===== src/design/command_frame_receiver_assert.svh =====
// ----------------------------------------------------------------------------
// Assertion macros for the command frame receiver
// Each macro checks one property on the rising edge of clk, off during reset.
// ----------------------------------------------------------------------------
`ifndef COMMAND_FRAME_RECEIVER_ASSERT_SVH
`define COMMAND_FRAME_RECEIVER_ASSERT_SVH

`ifndef ASSERT_OFF

// Same-cycle implication.
`define CFR_ASSERT_IMP(label, ante, cons, msg) \
	label: assert property (@(posedge clk) disable iff (!arst_n) (ante) |-> (cons)) \
	else $error(msg);

// Next-cycle implication.
`define CFR_ASSERT_NXT(label, ante, cons, msg) \
	label: assert property (@(posedge clk) disable iff (!arst_n) (ante) |=> (cons)) \
	else $error(msg);

`else

`define CFR_ASSERT_IMP(label, ante, cons, msg)
`define CFR_ASSERT_NXT(label, ante, cons, msg)

`endif

`endif


===== src/design/cfr_pkg.sv =====
// ----------------------------------------------------------------------------
// cfr_pkg
// Constants and types shared by the command frame receiver modules.
// ----------------------------------------------------------------------------
`default_nettype none

package cfr_pkg;

	// Header bytes. Every byte at or above HDR_LOW is a header.
	localparam logic [7:0] HDR_MOTION = 8'hFF;
	localparam logic [7:0] HDR_TURN   = 8'hFE;
	localparam logic [7:0] HDR_DEPTH  = 8'hFD;
	localparam logic [7:0] HDR_POWER  = 8'hFC;
	localparam logic [7:0] HDR_LOW    = 8'hFA;

	// Frame lengths in bytes, header and check byte included.
	localparam logic [2:0] LEN_NONE  = 3'd0;
	localparam logic [2:0] LEN_LONG  = 3'd6;
	localparam logic [2:0] LEN_MID   = 3'd4;
	localparam logic [2:0] LEN_SHORT = 3'd3;

	localparam logic [7:0] SUM_OFFSET = 8'h0F;
	localparam logic [7:0] TOGGLE_ON  = 8'h01;

	// Frame kinds.
	localparam logic [2:0] KIND_MOTION = 3'd0;
	localparam logic [2:0] KIND_TURN   = 3'd1;
	localparam logic [2:0] KIND_DEPTH  = 3'd2;
	localparam logic [2:0] KIND_POWER  = 3'd3;
	localparam logic [2:0] KIND_GRAB   = 3'd4;
	localparam logic [2:0] KIND_MODE   = 3'd5;

	// A checked frame handed from the framer to the command registers.
	typedef struct packed {
		logic       valid;
		logic [2:0] kind;
		logic [7:0] b1;
		logic [7:0] b2;
		logic [7:0] b3;
		logic [7:0] b4;
	} frame_t;

endpackage

`default_nettype wire


===== src/design/cfr_store.sv =====
// ----------------------------------------------------------------------------
// cfr_store
// Byte store: one write port and one read port with registered read data.
// ----------------------------------------------------------------------------
`default_nettype none

module cfr_store #(
	parameter int DEPTH = 32,
	parameter int AW    = 5
) (
	input  wire logic          clk,
	input  wire logic          we,
	input  wire logic [AW-1:0] waddr,
	input  wire logic [7:0]    wdata,
	input  wire logic          re,
	input  wire logic [AW-1:0] raddr,
	output logic      [7:0]    rdata
);

	logic [7:0] mem [DEPTH];

	always_ff @(posedge clk) begin
		if (we) begin
			mem[waddr] <= wdata;
		end
	end

	always_ff @(posedge clk) begin
		if (re) begin
			rdata <= mem[raddr];
		end
	end

endmodule

`default_nettype wire


===== src/design/cfr_ctrl.sv =====
// ----------------------------------------------------------------------------
// cfr_ctrl
// Framing control: stores each byte, tracks the write index and frame length,
// and at frame end reads the stored bytes back to check header and checksum.
// ----------------------------------------------------------------------------
`default_nettype none

module cfr_ctrl #(
	parameter int STORE_DEPTH = 32,
	parameter int AW          = 5
) (
	input  wire logic            clk,
	input  wire logic            arst_n,
	input  wire logic            in_valid,
	output logic                 in_ready,
	input  wire logic [7:0]      rx_byte,
	output logic                 mem_we,
	output logic      [AW-1:0]   mem_waddr,
	output logic      [7:0]      mem_wdata,
	output logic                 mem_re,
	output logic      [AW-1:0]   mem_raddr,
	input  wire logic [7:0]      mem_rdata,
	input  wire logic            busy,
	output cfr_pkg::frame_t      frm
);

	import cfr_pkg::*;

	`include "command_frame_receiver_assert.svh"

	localparam logic [1:0] ST_IDLE  = 2'd0;
	localparam logic [1:0] ST_READ  = 2'd1;
	localparam logic [1:0] ST_DRAIN = 2'd2;
	localparam logic [1:0] ST_DONE  = 2'd3;

	logic [1:0]    state_q;
	logic [AW-1:0] idx_q;
	logic [2:0]    len_q;
	logic [2:0]    ptr_q;
	logic          rd_vld_s1;
	logic [2:0]    rd_pos_s1;
	logic [7:0]    last_q;
	logic [7:0]    head_q;
	logic [7:0]    sum_q;
	logic [7:0]    b1_q;
	logic [7:0]    b2_q;
	logic [7:0]    b3_q;
	logic [7:0]    b4_q;

	logic          accept;
	logic          is_hdr;
	logic [2:0]    hdr_len;
	logic [2:0]    len_nxt;
	logic [AW-1:0] idx_base;
	logic [AW:0]   idx_inc;
	logic [AW-1:0] idx_nxt;
	logic          check_go;
	logic [2:0]    ptr_last;
	logic          frame_ok;

	assign in_ready = (state_q == ST_IDLE);
	assign accept   = in_valid && in_ready;
	assign is_hdr   = (rx_byte >= HDR_LOW);

	always_comb begin
		if (rx_byte == HDR_MOTION || rx_byte == HDR_TURN) begin
			hdr_len = LEN_LONG;
		end else if (rx_byte == HDR_DEPTH) begin
			hdr_len = LEN_MID;
		end else begin
			hdr_len = LEN_SHORT;
		end
	end

	// A header restarts framing at slot zero.
	assign len_nxt  = is_hdr ? hdr_len : len_q;
	assign idx_base = is_hdr ? '0 : idx_q;
	assign idx_inc  = {1'b0, idx_base} + (AW+1)'(1);
	assign idx_nxt  = (idx_inc >= (AW+1)'(STORE_DEPTH)) ? '0 : idx_inc[AW-1:0];
	assign check_go = (idx_nxt == AW'(len_nxt)) && (len_nxt != LEN_NONE);

	assign mem_we    = accept;
	assign mem_waddr = idx_base;
	assign mem_wdata = rx_byte;
	assign mem_re    = (state_q == ST_READ);
	assign mem_raddr = AW'(ptr_q);

	// Slots zero to length minus two are read; the last byte is kept aside.
	assign ptr_last = len_q - 3'd2;

	assign frame_ok = (head_q >= HDR_LOW) &&
		((sum_q == last_q) || ((last_q >= SUM_OFFSET) && (sum_q == last_q - SUM_OFFSET)));

	always_comb begin
		frm.valid = (state_q == ST_DONE) && frame_ok && !busy;
		frm.kind  = ~head_q[2:0];
		frm.b1    = b1_q;
		frm.b2    = b2_q;
		frm.b3    = b3_q;
		frm.b4    = b4_q;
	end

	always_ff @(posedge clk or negedge arst_n) begin
		if (!arst_n) begin
			state_q   <= ST_IDLE;
			idx_q     <= '0;
			len_q     <= LEN_NONE;
			ptr_q     <= '0;
			rd_vld_s1 <= 1'b0;
			rd_pos_s1 <= '0;
		end else begin
			rd_vld_s1 <= (state_q == ST_READ);
			rd_pos_s1 <= ptr_q;
			case (state_q)
				ST_IDLE: begin
					if (accept) begin
						idx_q <= idx_nxt;
						len_q <= len_nxt;
						if (check_go) begin
							ptr_q   <= '0;
							state_q <= ST_READ;
						end
					end
				end
				ST_READ: begin
					if (ptr_q == ptr_last) begin
						state_q <= ST_DRAIN;
					end else begin
						ptr_q <= ptr_q + 3'd1;
					end
				end
				ST_DRAIN: begin
					state_q <= ST_DONE;
				end
				ST_DONE: begin
					if (!frame_ok) begin
						idx_q   <= '0;
						state_q <= ST_IDLE;
					end else if (!busy) begin
						state_q <= ST_IDLE;
					end
				end
				default: begin
					state_q <= ST_IDLE;
				end
			endcase
		end
	end

	// Read data comes back in the cycle after its address; slot zero is the header.
	always_ff @(posedge clk) begin
		if (accept && check_go) begin
			last_q <= rx_byte;
			sum_q  <= '0;
		end else if (rd_vld_s1) begin
			if (rd_pos_s1 != 3'd0) begin
				sum_q <= sum_q + mem_rdata;
			end
			case (rd_pos_s1)
				3'd0:    head_q <= mem_rdata;
				3'd1:    b1_q   <= mem_rdata;
				3'd2:    b2_q   <= mem_rdata;
				3'd3:    b3_q   <= mem_rdata;
				3'd4:    b4_q   <= mem_rdata;
				default: head_q <= head_q;
			endcase
		end
	end

	`CFR_ASSERT_IMP(a_rd_in_seq, rd_vld_s1, (state_q == ST_READ) || (state_q == ST_DRAIN), "read data outside the check sequence")
	`CFR_ASSERT_NXT(a_check_start, accept && check_go, (state_q == ST_READ) && (ptr_q == 3'd0), "frame check did not start at slot zero")
	`CFR_ASSERT_IMP(a_idx_range, 1'b1, int'(idx_q) < STORE_DEPTH, "write index beyond store depth")

endmodule

`default_nettype wire


===== src/design/cfr_cmd.sv =====
// ----------------------------------------------------------------------------
// cfr_cmd
// Command registers and result register: applies a checked frame and holds
// the result until the downstream side takes it.
// ----------------------------------------------------------------------------
`default_nettype none

module cfr_cmd (
	input  wire logic               clk,
	input  wire logic               arst_n,
	input  cfr_pkg::frame_t         frm,
	output logic                    busy,
	output logic                    out_valid,
	input  wire logic               out_ready,
	output logic        [2:0]       frame_kind,
	output logic signed [15:0]      speed_x,
	output logic signed [15:0]      speed_y,
	output logic signed [15:0]      turn_rate,
	output logic signed [15:0]      depth_target,
	output logic                    power_on,
	output logic                    grab_on,
	output logic                    mode_flag
);

	import cfr_pkg::*;

	`include "command_frame_receiver_assert.svh"

	logic              out_valid_q;
	logic [2:0]        kind_q;
	logic signed [15:0] speed_x_q;
	logic signed [15:0] speed_y_q;
	logic signed [15:0] turn_q;
	logic signed [15:0] depth_q;
	logic [2:0]        flags_q;
	logic              toggle;

	// The held commands are the result, so a new frame waits until it is taken.
	assign busy   = out_valid_q && !out_ready;
	assign toggle = (frm.b1 == TOGGLE_ON);

	always_ff @(posedge clk or negedge arst_n) begin
		if (!arst_n) begin
			out_valid_q <= 1'b0;
			kind_q      <= KIND_MOTION;
			speed_x_q   <= '0;
			speed_y_q   <= '0;
			turn_q      <= '0;
			depth_q     <= '0;
			flags_q     <= '0;
		end else begin
			if (frm.valid) begin
				out_valid_q <= 1'b1;
				kind_q      <= frm.kind;
				case (frm.kind)
					KIND_MOTION: begin
						speed_x_q <= {frm.b1, frm.b2};
						speed_y_q <= {frm.b3, frm.b4};
					end
					KIND_TURN:  turn_q  <= {frm.b1, frm.b2};
					KIND_DEPTH: depth_q <= {frm.b1, frm.b2};
					KIND_POWER: flags_q[0] <= flags_q[0] ^ toggle;
					KIND_GRAB:  flags_q[1] <= flags_q[1] ^ toggle;
					KIND_MODE:  flags_q[2] <= flags_q[2] ^ toggle;
					default:    flags_q <= flags_q;
				endcase
			end else if (out_ready) begin
				out_valid_q <= 1'b0;
			end
		end
	end

	assign out_valid    = out_valid_q;
	assign frame_kind   = kind_q;
	assign speed_x      = speed_x_q;
	assign speed_y      = speed_y_q;
	assign turn_rate    = turn_q;
	assign depth_target = depth_q;
	assign power_on     = flags_q[0];
	assign grab_on      = flags_q[1];
	assign mode_flag    = flags_q[2];

	`CFR_ASSERT_NXT(a_frame_shown, frm.valid, out_valid_q, "checked frame not presented")
	`CFR_ASSERT_NXT(a_flags_hold, !frm.valid, $stable(flags_q), "flags changed without a frame")
	`CFR_ASSERT_IMP(a_no_overrun, frm.valid, !busy, "frame applied over a pending result")

endmodule

`default_nettype wire


===== src/design/command_frame_receiver.sv =====
// ----------------------------------------------------------------------------
// command_frame_receiver
// Receives serial command bytes, frames and checks them, and reports the
// command state after every valid frame.
// ----------------------------------------------------------------------------
// A byte that does not complete a frame is taken as soon as it is offered,
// and a byte is taken every cycle while that holds. The byte that completes
// a frame of length L (6 for motion and turn, 4 for depth, 3 for toggles)
// starts a check that reads stored slots 0 to L-2 one per cycle through the
// store's single read port, then passes the drain and done states before the
// next byte is accepted, and stays there while the previous result is still
// waiting to be taken. A result holds every command field and flag; frames
// that fail the header or checksum test produce no result and restart framing.
`default_nettype none

module command_frame_receiver #(
	parameter int STORE_DEPTH = 32
) (
	input  wire logic               clk,
	input  wire logic               arst_n,
	input  wire logic               in_valid,
	output logic                    in_ready,
	input  wire logic [7:0]         rx_byte,
	output logic                    out_valid,
	input  wire logic               out_ready,
	output logic        [2:0]       frame_kind,
	output logic signed [15:0]      speed_x,
	output logic signed [15:0]      speed_y,
	output logic signed [15:0]      turn_rate,
	output logic signed [15:0]      depth_target,
	output logic                    power_on,
	output logic                    grab_on,
	output logic                    mode_flag
);

	import cfr_pkg::*;

	localparam int AW = $clog2(STORE_DEPTH);

	logic          mem_we;
	logic [AW-1:0] mem_waddr;
	logic [7:0]    mem_wdata;
	logic          mem_re;
	logic [AW-1:0] mem_raddr;
	logic [7:0]    mem_rdata;
	logic          busy;
	frame_t        frm;

	cfr_store #(
		.DEPTH (STORE_DEPTH),
		.AW    (AW)
	) u_store (
		.clk   (clk),
		.we    (mem_we),
		.waddr (mem_waddr),
		.wdata (mem_wdata),
		.re    (mem_re),
		.raddr (mem_raddr),
		.rdata (mem_rdata)
	);

	cfr_ctrl #(
		.STORE_DEPTH (STORE_DEPTH),
		.AW          (AW)
	) u_ctrl (
		.clk       (clk),
		.arst_n    (arst_n),
		.in_valid  (in_valid),
		.in_ready  (in_ready),
		.rx_byte   (rx_byte),
		.mem_we    (mem_we),
		.mem_waddr (mem_waddr),
		.mem_wdata (mem_wdata),
		.mem_re    (mem_re),
		.mem_raddr (mem_raddr),
		.mem_rdata (mem_rdata),
		.busy      (busy),
		.frm       (frm)
	);

	cfr_cmd u_cmd (
		.clk          (clk),
		.arst_n       (arst_n),
		.frm          (frm),
		.busy         (busy),
		.out_valid    (out_valid),
		.out_ready    (out_ready),
		.frame_kind   (frame_kind),
		.speed_x      (speed_x),
		.speed_y      (speed_y),
		.turn_rate    (turn_rate),
		.depth_target (depth_target),
		.power_on     (power_on),
		.grab_on      (grab_on),
		.mode_flag    (mode_flag)
	);

endmodule

`default_nettype wire


===== config.mk =====
export PLATFORM = sky130hd
export DESIGN_NAME = command_frame_receiver
export DESIGN_NICKNAME = d
export VERILOG_FILES = /design/src/design/cfr_pkg.sv /design/src/design/cfr_store.sv /design/src/design/cfr_ctrl.sv /design/src/design/cfr_cmd.sv /design/src/design/command_frame_receiver.sv
export VERILOG_INCLUDE_DIRS = /design/src /design/src/design
export SDC_FILE = /design/constraint.sdc
export NUM_CORES = 1
export LEC_CHECK = 0
export BUFFER_PORTS_ARGS = -buffer_cell sky130_fd_sc_hd__buf_2
export CAP_MARGIN = 25
export CORE_MARGIN = 1
export CORE_UTILIZATION = 50
export DETAILED_ROUTE_END_ITERATION = 8
export HOLD_SLACK_MARGIN = 0.02
export PLACE_DENSITY_LB_ADDON = 0.2
export SLEW_MARGIN = 10
export SYNTH_ARGS = -nofsm -noshare
export SYNTH_HDL_FRONTEND = slang
export SYNTH_SLANG_ARGS = --single-unit
export TNS_END_PERCENT = 30

===== constraint.sdc =====
create_clock -name clk -period 4.6 [get_ports clk]
set_input_delay 1.38 -clock clk [delete_from_list [all_inputs] [get_ports clk]]
set_output_delay 1.38 -clock clk [all_outputs]
set_load 0.05 [all_outputs]

==> flow_summary.yaml, run 1 <==
cts:
  cts_tree: "built"
  cts_resized: 0
  htree_levels: 1
  clock_path_buffers: 3
  worst_setup_hold_path_clk_slew_ns: 0.06
  cts_setup_buffers: 0
  cts_sinks: 216
  root_buffer: "clkbuf_16"
  cts_made_buffers: 23
  clk_latency_ns: 0.49
  postCtsHoldBufs: 0
sta:
  setup_viol: 0
  worst_pin_slew_ns: 0.909
  hold_viol: 0
  fin_ws_ns: 0.406
  min_period_over_period_pct: 91.2
  fmax_ghz: 0.238
  rsz0062_at_grt: "false"
  hold_slack_ns: 0.397
  fin_skew_ns: 0.0104
  drv_slew: 0
  setup_tns_ns: 0
  final.min_clock_period_ns: 4.19
  slew_headroom_pct: 38.9
worst_setup_path:
  crit_required_ns: 4.71
  r2r_start: "u_ctrl.last_q[0]"
  crit_type: "in -> reg"
  cp_max_fo: 8
  crit_path_end_kind: "flop"
  arrival_ns: 4.31
  r2r_cells: 8
  setup.worst_path.start: "rx_byte[6]"
  cp-endpoint: "u_ctrl.b2_q[6]"
  reg2reg_slack_ns: 1.07
  start_kind: "input pin"
  r2r_end: "u_cmd.speed_x[9]"
detailed_routing:
  wl_met3_um: 855
  wirelength_um: 17800
  vias: 5242
  dr.pass1.iters: 6
  drc_errors: 0
  top_layer_used: "met4"
  wl_per_cell_um: 18.8
  ant_nets: 0
  drtIter0Drc: 290
  viasPerCell: 5.54
  wl_met2_um: 8750
  wl_met1_um: 7860
power:
  ir_drop_mv: 0.321
  p_leak_uw: 0.00460
  power_density_mw_per_mm2: 557
global_route:
  grt_pass1_wl_um: 27700
  overflow: 0
  grt_max_degree: 82
  grt_pass1_vias: 5220
  antenna_found_initial: 0
  grt_usage_pct: 19.5
finish:
  final_cell_mix: "120 x edfxtp_1, 88 x dfrtp_1, 83 x buf_2"
  multiInputGateArea_mm2: 0.00296
  layout.nets: 735
  fillers: 1330
  final_layout_size_suffix_gt1_share_pct: 33.1
  final_common_cell: "edfxtp_1"
  area_delta_synth_final_pct: 17.5
  ff_latch_area_mm2: 0.00597
  final_util_pct: 60.9
  n_antenna_cell: 0
min_path:
  hold_path_class: "reg -> reg"
  worstHoldPathCells: 0
  hp-start: "u_ctrl.ptr_q[0]"
yosys:
  synth_seq_cells: 216
  synth.top_cell.area_share_pct: 39.6
  async_flop_share_pct: 40.7
  synth_nets: 618
  netlist_area_mm2: 0.00909
  yosys-top-cells-area: "edfxtp_1 40%, dfrtp_1 24%, mux2_2 7.9%"
  syn_inst: 588
  synth_cell_types: 63
  synth_edf_count: 120
  synth_top_cell_by_area: "edfxtp_1"
  yosys_warnings: 0
  syn_area_per_cell_um2: 15.5
  synth_flop_cell: "edfxtp_1"
  yosysSeqAreaShare_pct: 65.6
die:
  ios: 84
  dieWidth_um: 137
  rows: 48
  core-area_mm2: 0.0175
  chipHeight_um: 137
  die_area_mm2: 0.0187
  start_util_pct: 51.8
placement:
  port_buffers: 83
  pre_cts_ws_ns: -0.201
  gp_congestion: 0.837
  dp_hpwl_um: 12300
run:
  drv_cap: 0
run_status:
  status: "completed"
[worst min path at each step]
stage	slack (ns)	to
after floorplan	0.40	u_ctrl.rd_pos_s1[0]
after global placement	0.37	u_ctrl.rd_pos_s1[0]
after detailed placement	0.39	u_ctrl.rd_pos_s1[0]
after CTS	0.40	u_ctrl.rd_pos_s1[0]
after global routing	0.41	u_ctrl.rd_pos_s1[0]
final	0.40	u_ctrl.rd_pos_s1[0]
[state kept, by name, indices dropped and copies added, names as in the netlist, 5 cells and up]
signal and count:
u_ctrl.b3_q 8, u_ctrl.b2_q 8, u_ctrl.b4_q 8, u_ctrl.last_q 8
u_ctrl.sum_q 8, u_store.rdata 8, u_cmd.depth_target 16, u_ctrl.b1_q 8
u_cmd.speed_y 16, u_cmd.speed_x 16, u_cmd.turn_rate 16, u_ctrl.head_q 8
u_ctrl.idx_q 5, u_store.mem 64
[cell usage after synthesis (3+ instances only)]
library cell  count
edfxtp_1        120
dfrtp_1          88
mux2_2           64
nand2_1          30
nor2_1           24
ha_1             17
a21oi_1          16
inv_1            16
mux4_2           16
mux2_4           10
nand2b_1         10
xnor2_1          10
xor2_1           10
and2_1            9
clkbuf_1          9
nand3_1           9
nor3_1            9
dfxtp_1           8
nor2b_1           7
nand4_1           6
nor4_1            6
a31oi_1           5
buf_2             5
mux2i_1           5
o211ai_1          5
o21ai_0           5
a211oi_1          4
and3_1            4
buf_6             4
nand3b_1          4
nor4b_1           4
a21boi_0          3
a21o_1            3
or3_1             3
[kinds of logic (layout without fill, tap and decap cells)]
logic type               Yosys count  after routing  share of synthesized area [%]
multiplexers                      96             96                           14.2
buffers and inverters             35            168                           1.84
AND/OR/NAND/NOR                  136            136                           8.42
AO/OA/AOI/OAI                     67             67                           5.41
flip-flops                       216            216                           65.6
XOR/XNOR                          20             20                           1.93
adder cells (fa/ha/maj)           18             18                           2.56
[worst max-delay path, stage by stage]
cell     delay (ns)
buf_2          0.12
nand4_1        0.24
or2_0          0.34
and2_1         0.20
ha_1           0.27
xor2_1         0.16
and3_1         0.19
o32ai_1        0.34
o21ai_1        0.13
buf_4          0.18
nor3_1         0.75
[routing by layer]
metal	up-vias	track usage [%]
met5	-	1.67
met4	0	5.62
met3	30	3.00
met2	127	32.6
met1	2616	26.3
li1	2469	-
[report_power, final]
part           switching [uW]  internal, uW  leakage, uW  total (uW)
Clock                     682          1150     0.000371        1830
Combinational             748           677      0.00188        1430
Sequential                320          2370      0.00234        2690
[metrics by stage]
step                      cell area [um^2]  std cells  total power (uW)
final                                10700        946              5940
after floorplan                       9100        588              3670
after detailed placement              9880        903              4160
after global routing                 10700        946              6250
after CTS                            10600        944              6010
after global placement                9880        903              4080
[area by class of cell]
class,instances,area share (%)
Clock buffer,34,6.15
Inverter,16,0.562
Tap cell,225,2.64
Clock inverter,7,0.996
Sequential cell,216,55.9
Timing Repair Buffer,111,6.05
Multi-Input combinational cell,337,27.8
No activity file was read; power rests on OpenSTA's default activity.
==> inputs of run 2 (changes only) <==
Settings changed: BUFFER_PORTS_ARGS -buffer_cell sky130_fd_sc_hd__buf_2 to not set, DONT_BUFFER_PORTS set to 1.
==> flow_summary.yaml, run 2 (synthesis gave the netlist of run 1 again) <==
detailed_routing:
  wl_per_cell_um: 20.8
  ant_nets: 0
  wl_met1_um: 7590
  drtIter0Drc: 288
  wl_met3_um: 1010
  drc_errors: 0
  wl_met2_um: 8730
  wirelength_um: 17600
  top_layer_used: "met4"
  vias: 4864
  viasPerCell: 5.74
  dr.pass1.iters: 4
cts:
  clk_latency_ns: 0.50
  cts_setup_buffers: 0
  cts_tree: "built"
  worst_setup_hold_path_clk_slew_ns: 0.06
  clock_path_buffers: 3
  cts_resized: 0
  cts_made_buffers: 23
  root_buffer: "clkbuf_16"
  htree_levels: 1
  postCtsHoldBufs: 0
  cts_sinks: 216
finish:
  final_cell_mix: "120 x edfxtp_1, 88 x dfrtp_1, 64 x mux2_2"
  ff_latch_area_mm2: 0.00597
  n_antenna_cell: 0
  final_common_cell: "edfxtp_1"
  largest_reg_flops: 64
  multiInputGateArea_mm2: 0.00296
  area_delta_synth_final_pct: 10.6
  layout.nets: 637
  top_register: "u_store.mem"
  fillers: 1357
  final_layout_size_suffix_gt1_share_pct: 22.6
run_status:
  status: "completed"
global_route:
  grt_max_degree: 89
  antenna_found_initial: 0
  overflow: 0
  grt_usage_pct: 19.2
  grt_pass1_wl_um: 27200
  grt_pass1_vias: 4990
die:
  ios: 84
  rows: 48
  chipHeight_um: 137
  die_area_mm2: 0.0187
  core-area_mm2: 0.0175
  dieWidth_um: 137
  start_util_pct: 51.8
power:
  ir_drop_mv: 0.362
  power_density_mw_per_mm2: 570
  p_leak_uw: 0.00405
min_path:
  hold_path_class: "reg -> reg"
  hp-start: "u_ctrl.b4_q[5]"
  hold-path-endpoint: "u_cmd.speed_y[5]"
  worstHoldPathCells: 1
sta:
  worst_pin_slew_ns: 0.958
  hold_slack_ns: 0.481
  setup_tns_ns: 0
  drv_slew: 0
  setup_viol: 0
  fin_skew_ns: 0.0218
  rsz0062_at_grt: "false"
  hold_viol: 0
  fmax_ghz: 0.248
  final.min_clock_period_ns: 4.03
  min_period_over_period_pct: 87.6
  slew_headroom_pct: 35.6
run:
  drv_cap: 0
worst_setup_path:
  r2r_end: "u_cmd.speed_x[9]"
  start_kind: "input pin"
  cp_max_fo: 10
  arrival_ns: 4.14
  crit_type: "in -> reg"
  crit_required_ns: 4.71
  reg2reg_slack_ns: 1.18
  slowest_delay_ns: 0.79
  r2r_start: "u_ctrl.last_q[1]"
  crit_path_end_kind: "flop"
  crit_chain: "nand4_1, or2_0, and2_1, ha_1, xor2_1, and3_1, o32ai_1, o21ai_1, buf_4, nor3_1"
  cp_slowest_cell: "nor3_1"
  r2r_cells: 8
placement:
  port_buffers: 0
  gp_congestion: 0.890
  dp_hpwl_um: 12000
==> run 2: changes by cell type in the layout (fill, tap and decap cells not counted), sizes merged <==
cell	delta
inv	+2
buf	-98
bufinv	-3
clkbuf	-2
clkinv	+3
==> run 2: through the flow <==
stage | instances | instance area, um^2 | power (uW) | setup WS, ns | utilization, %
2_1_floorplan | 588 | 9100 | 3670 | 0.0445 | -
3_3_place_gp | 806 | 9360 | 4020 | 0.146 | 53.4
3_5_place_dp | 806 | 9360 | 4080 | 0.0343 | 53.4
4_1_cts | 847 | 10100 | 5780 | 0.540 | 57.3
5_1_grt | 848 | 10100 | 6030 | 0.407 | 57.3
6_report | 848 | 10100 | 5730 | 0.569 | 57.3
==> run 2: worst max-delay path by stage <==
stage | from | endpoint | slack [ns] | depth (start not counted)
final | rx_byte[6] | u_ctrl.b2_q[3] | 0.57 | 10
after global routing | rx_byte[1] | u_ctrl.b2_q[0] | 0.41 | 11
after CTS | rx_byte[6] | u_ctrl.b3_q[6] | 0.54 | 10
after detailed placement | rx_byte[6] | u_ctrl.b2_q[2] | 0.03 | 10
after global placement | rx_byte[6] | u_ctrl.b3_q[7] | 0.15 | 10
after floorplan | rx_byte[1] | u_ctrl.b1_q[0] | 0.04 | 11
==> run 2: area by class of cell <==
type,instances,area share (%)
multi-input combinational,337,29.5
sequential,216,59.3
timing repair buffer,13,0.946
clock inverter,9,0.485
tap,225,2.80
clock buffer,32,6.37
inverter,16,0.597
==> run 2: power by group <==
part           total, uW  switching [uW]  internal [uW]
Combinational       1320             682            636
Clock               1680             708            975
Sequential          2730             364           2370
==> run 2: critical path: cells and delay by family <==
kind                       cells  cell delay (ns)
and+or+nand+nor                5             1.66
AOI/OAI and AO/OA              2             0.44
adders and majority gates      1             0.29
buffers and inverters          1             0.18
xor gates and xnor gates       1             0.17
==> run 2: layer usage <==
layer / vias up / global-route usage (%)
met3: 23 / 4.48
met5: - / 0
li1: 2255 / -
met2: 116 / 33.1
met4: 0 / 4.95
met1: 2470 / 24.3
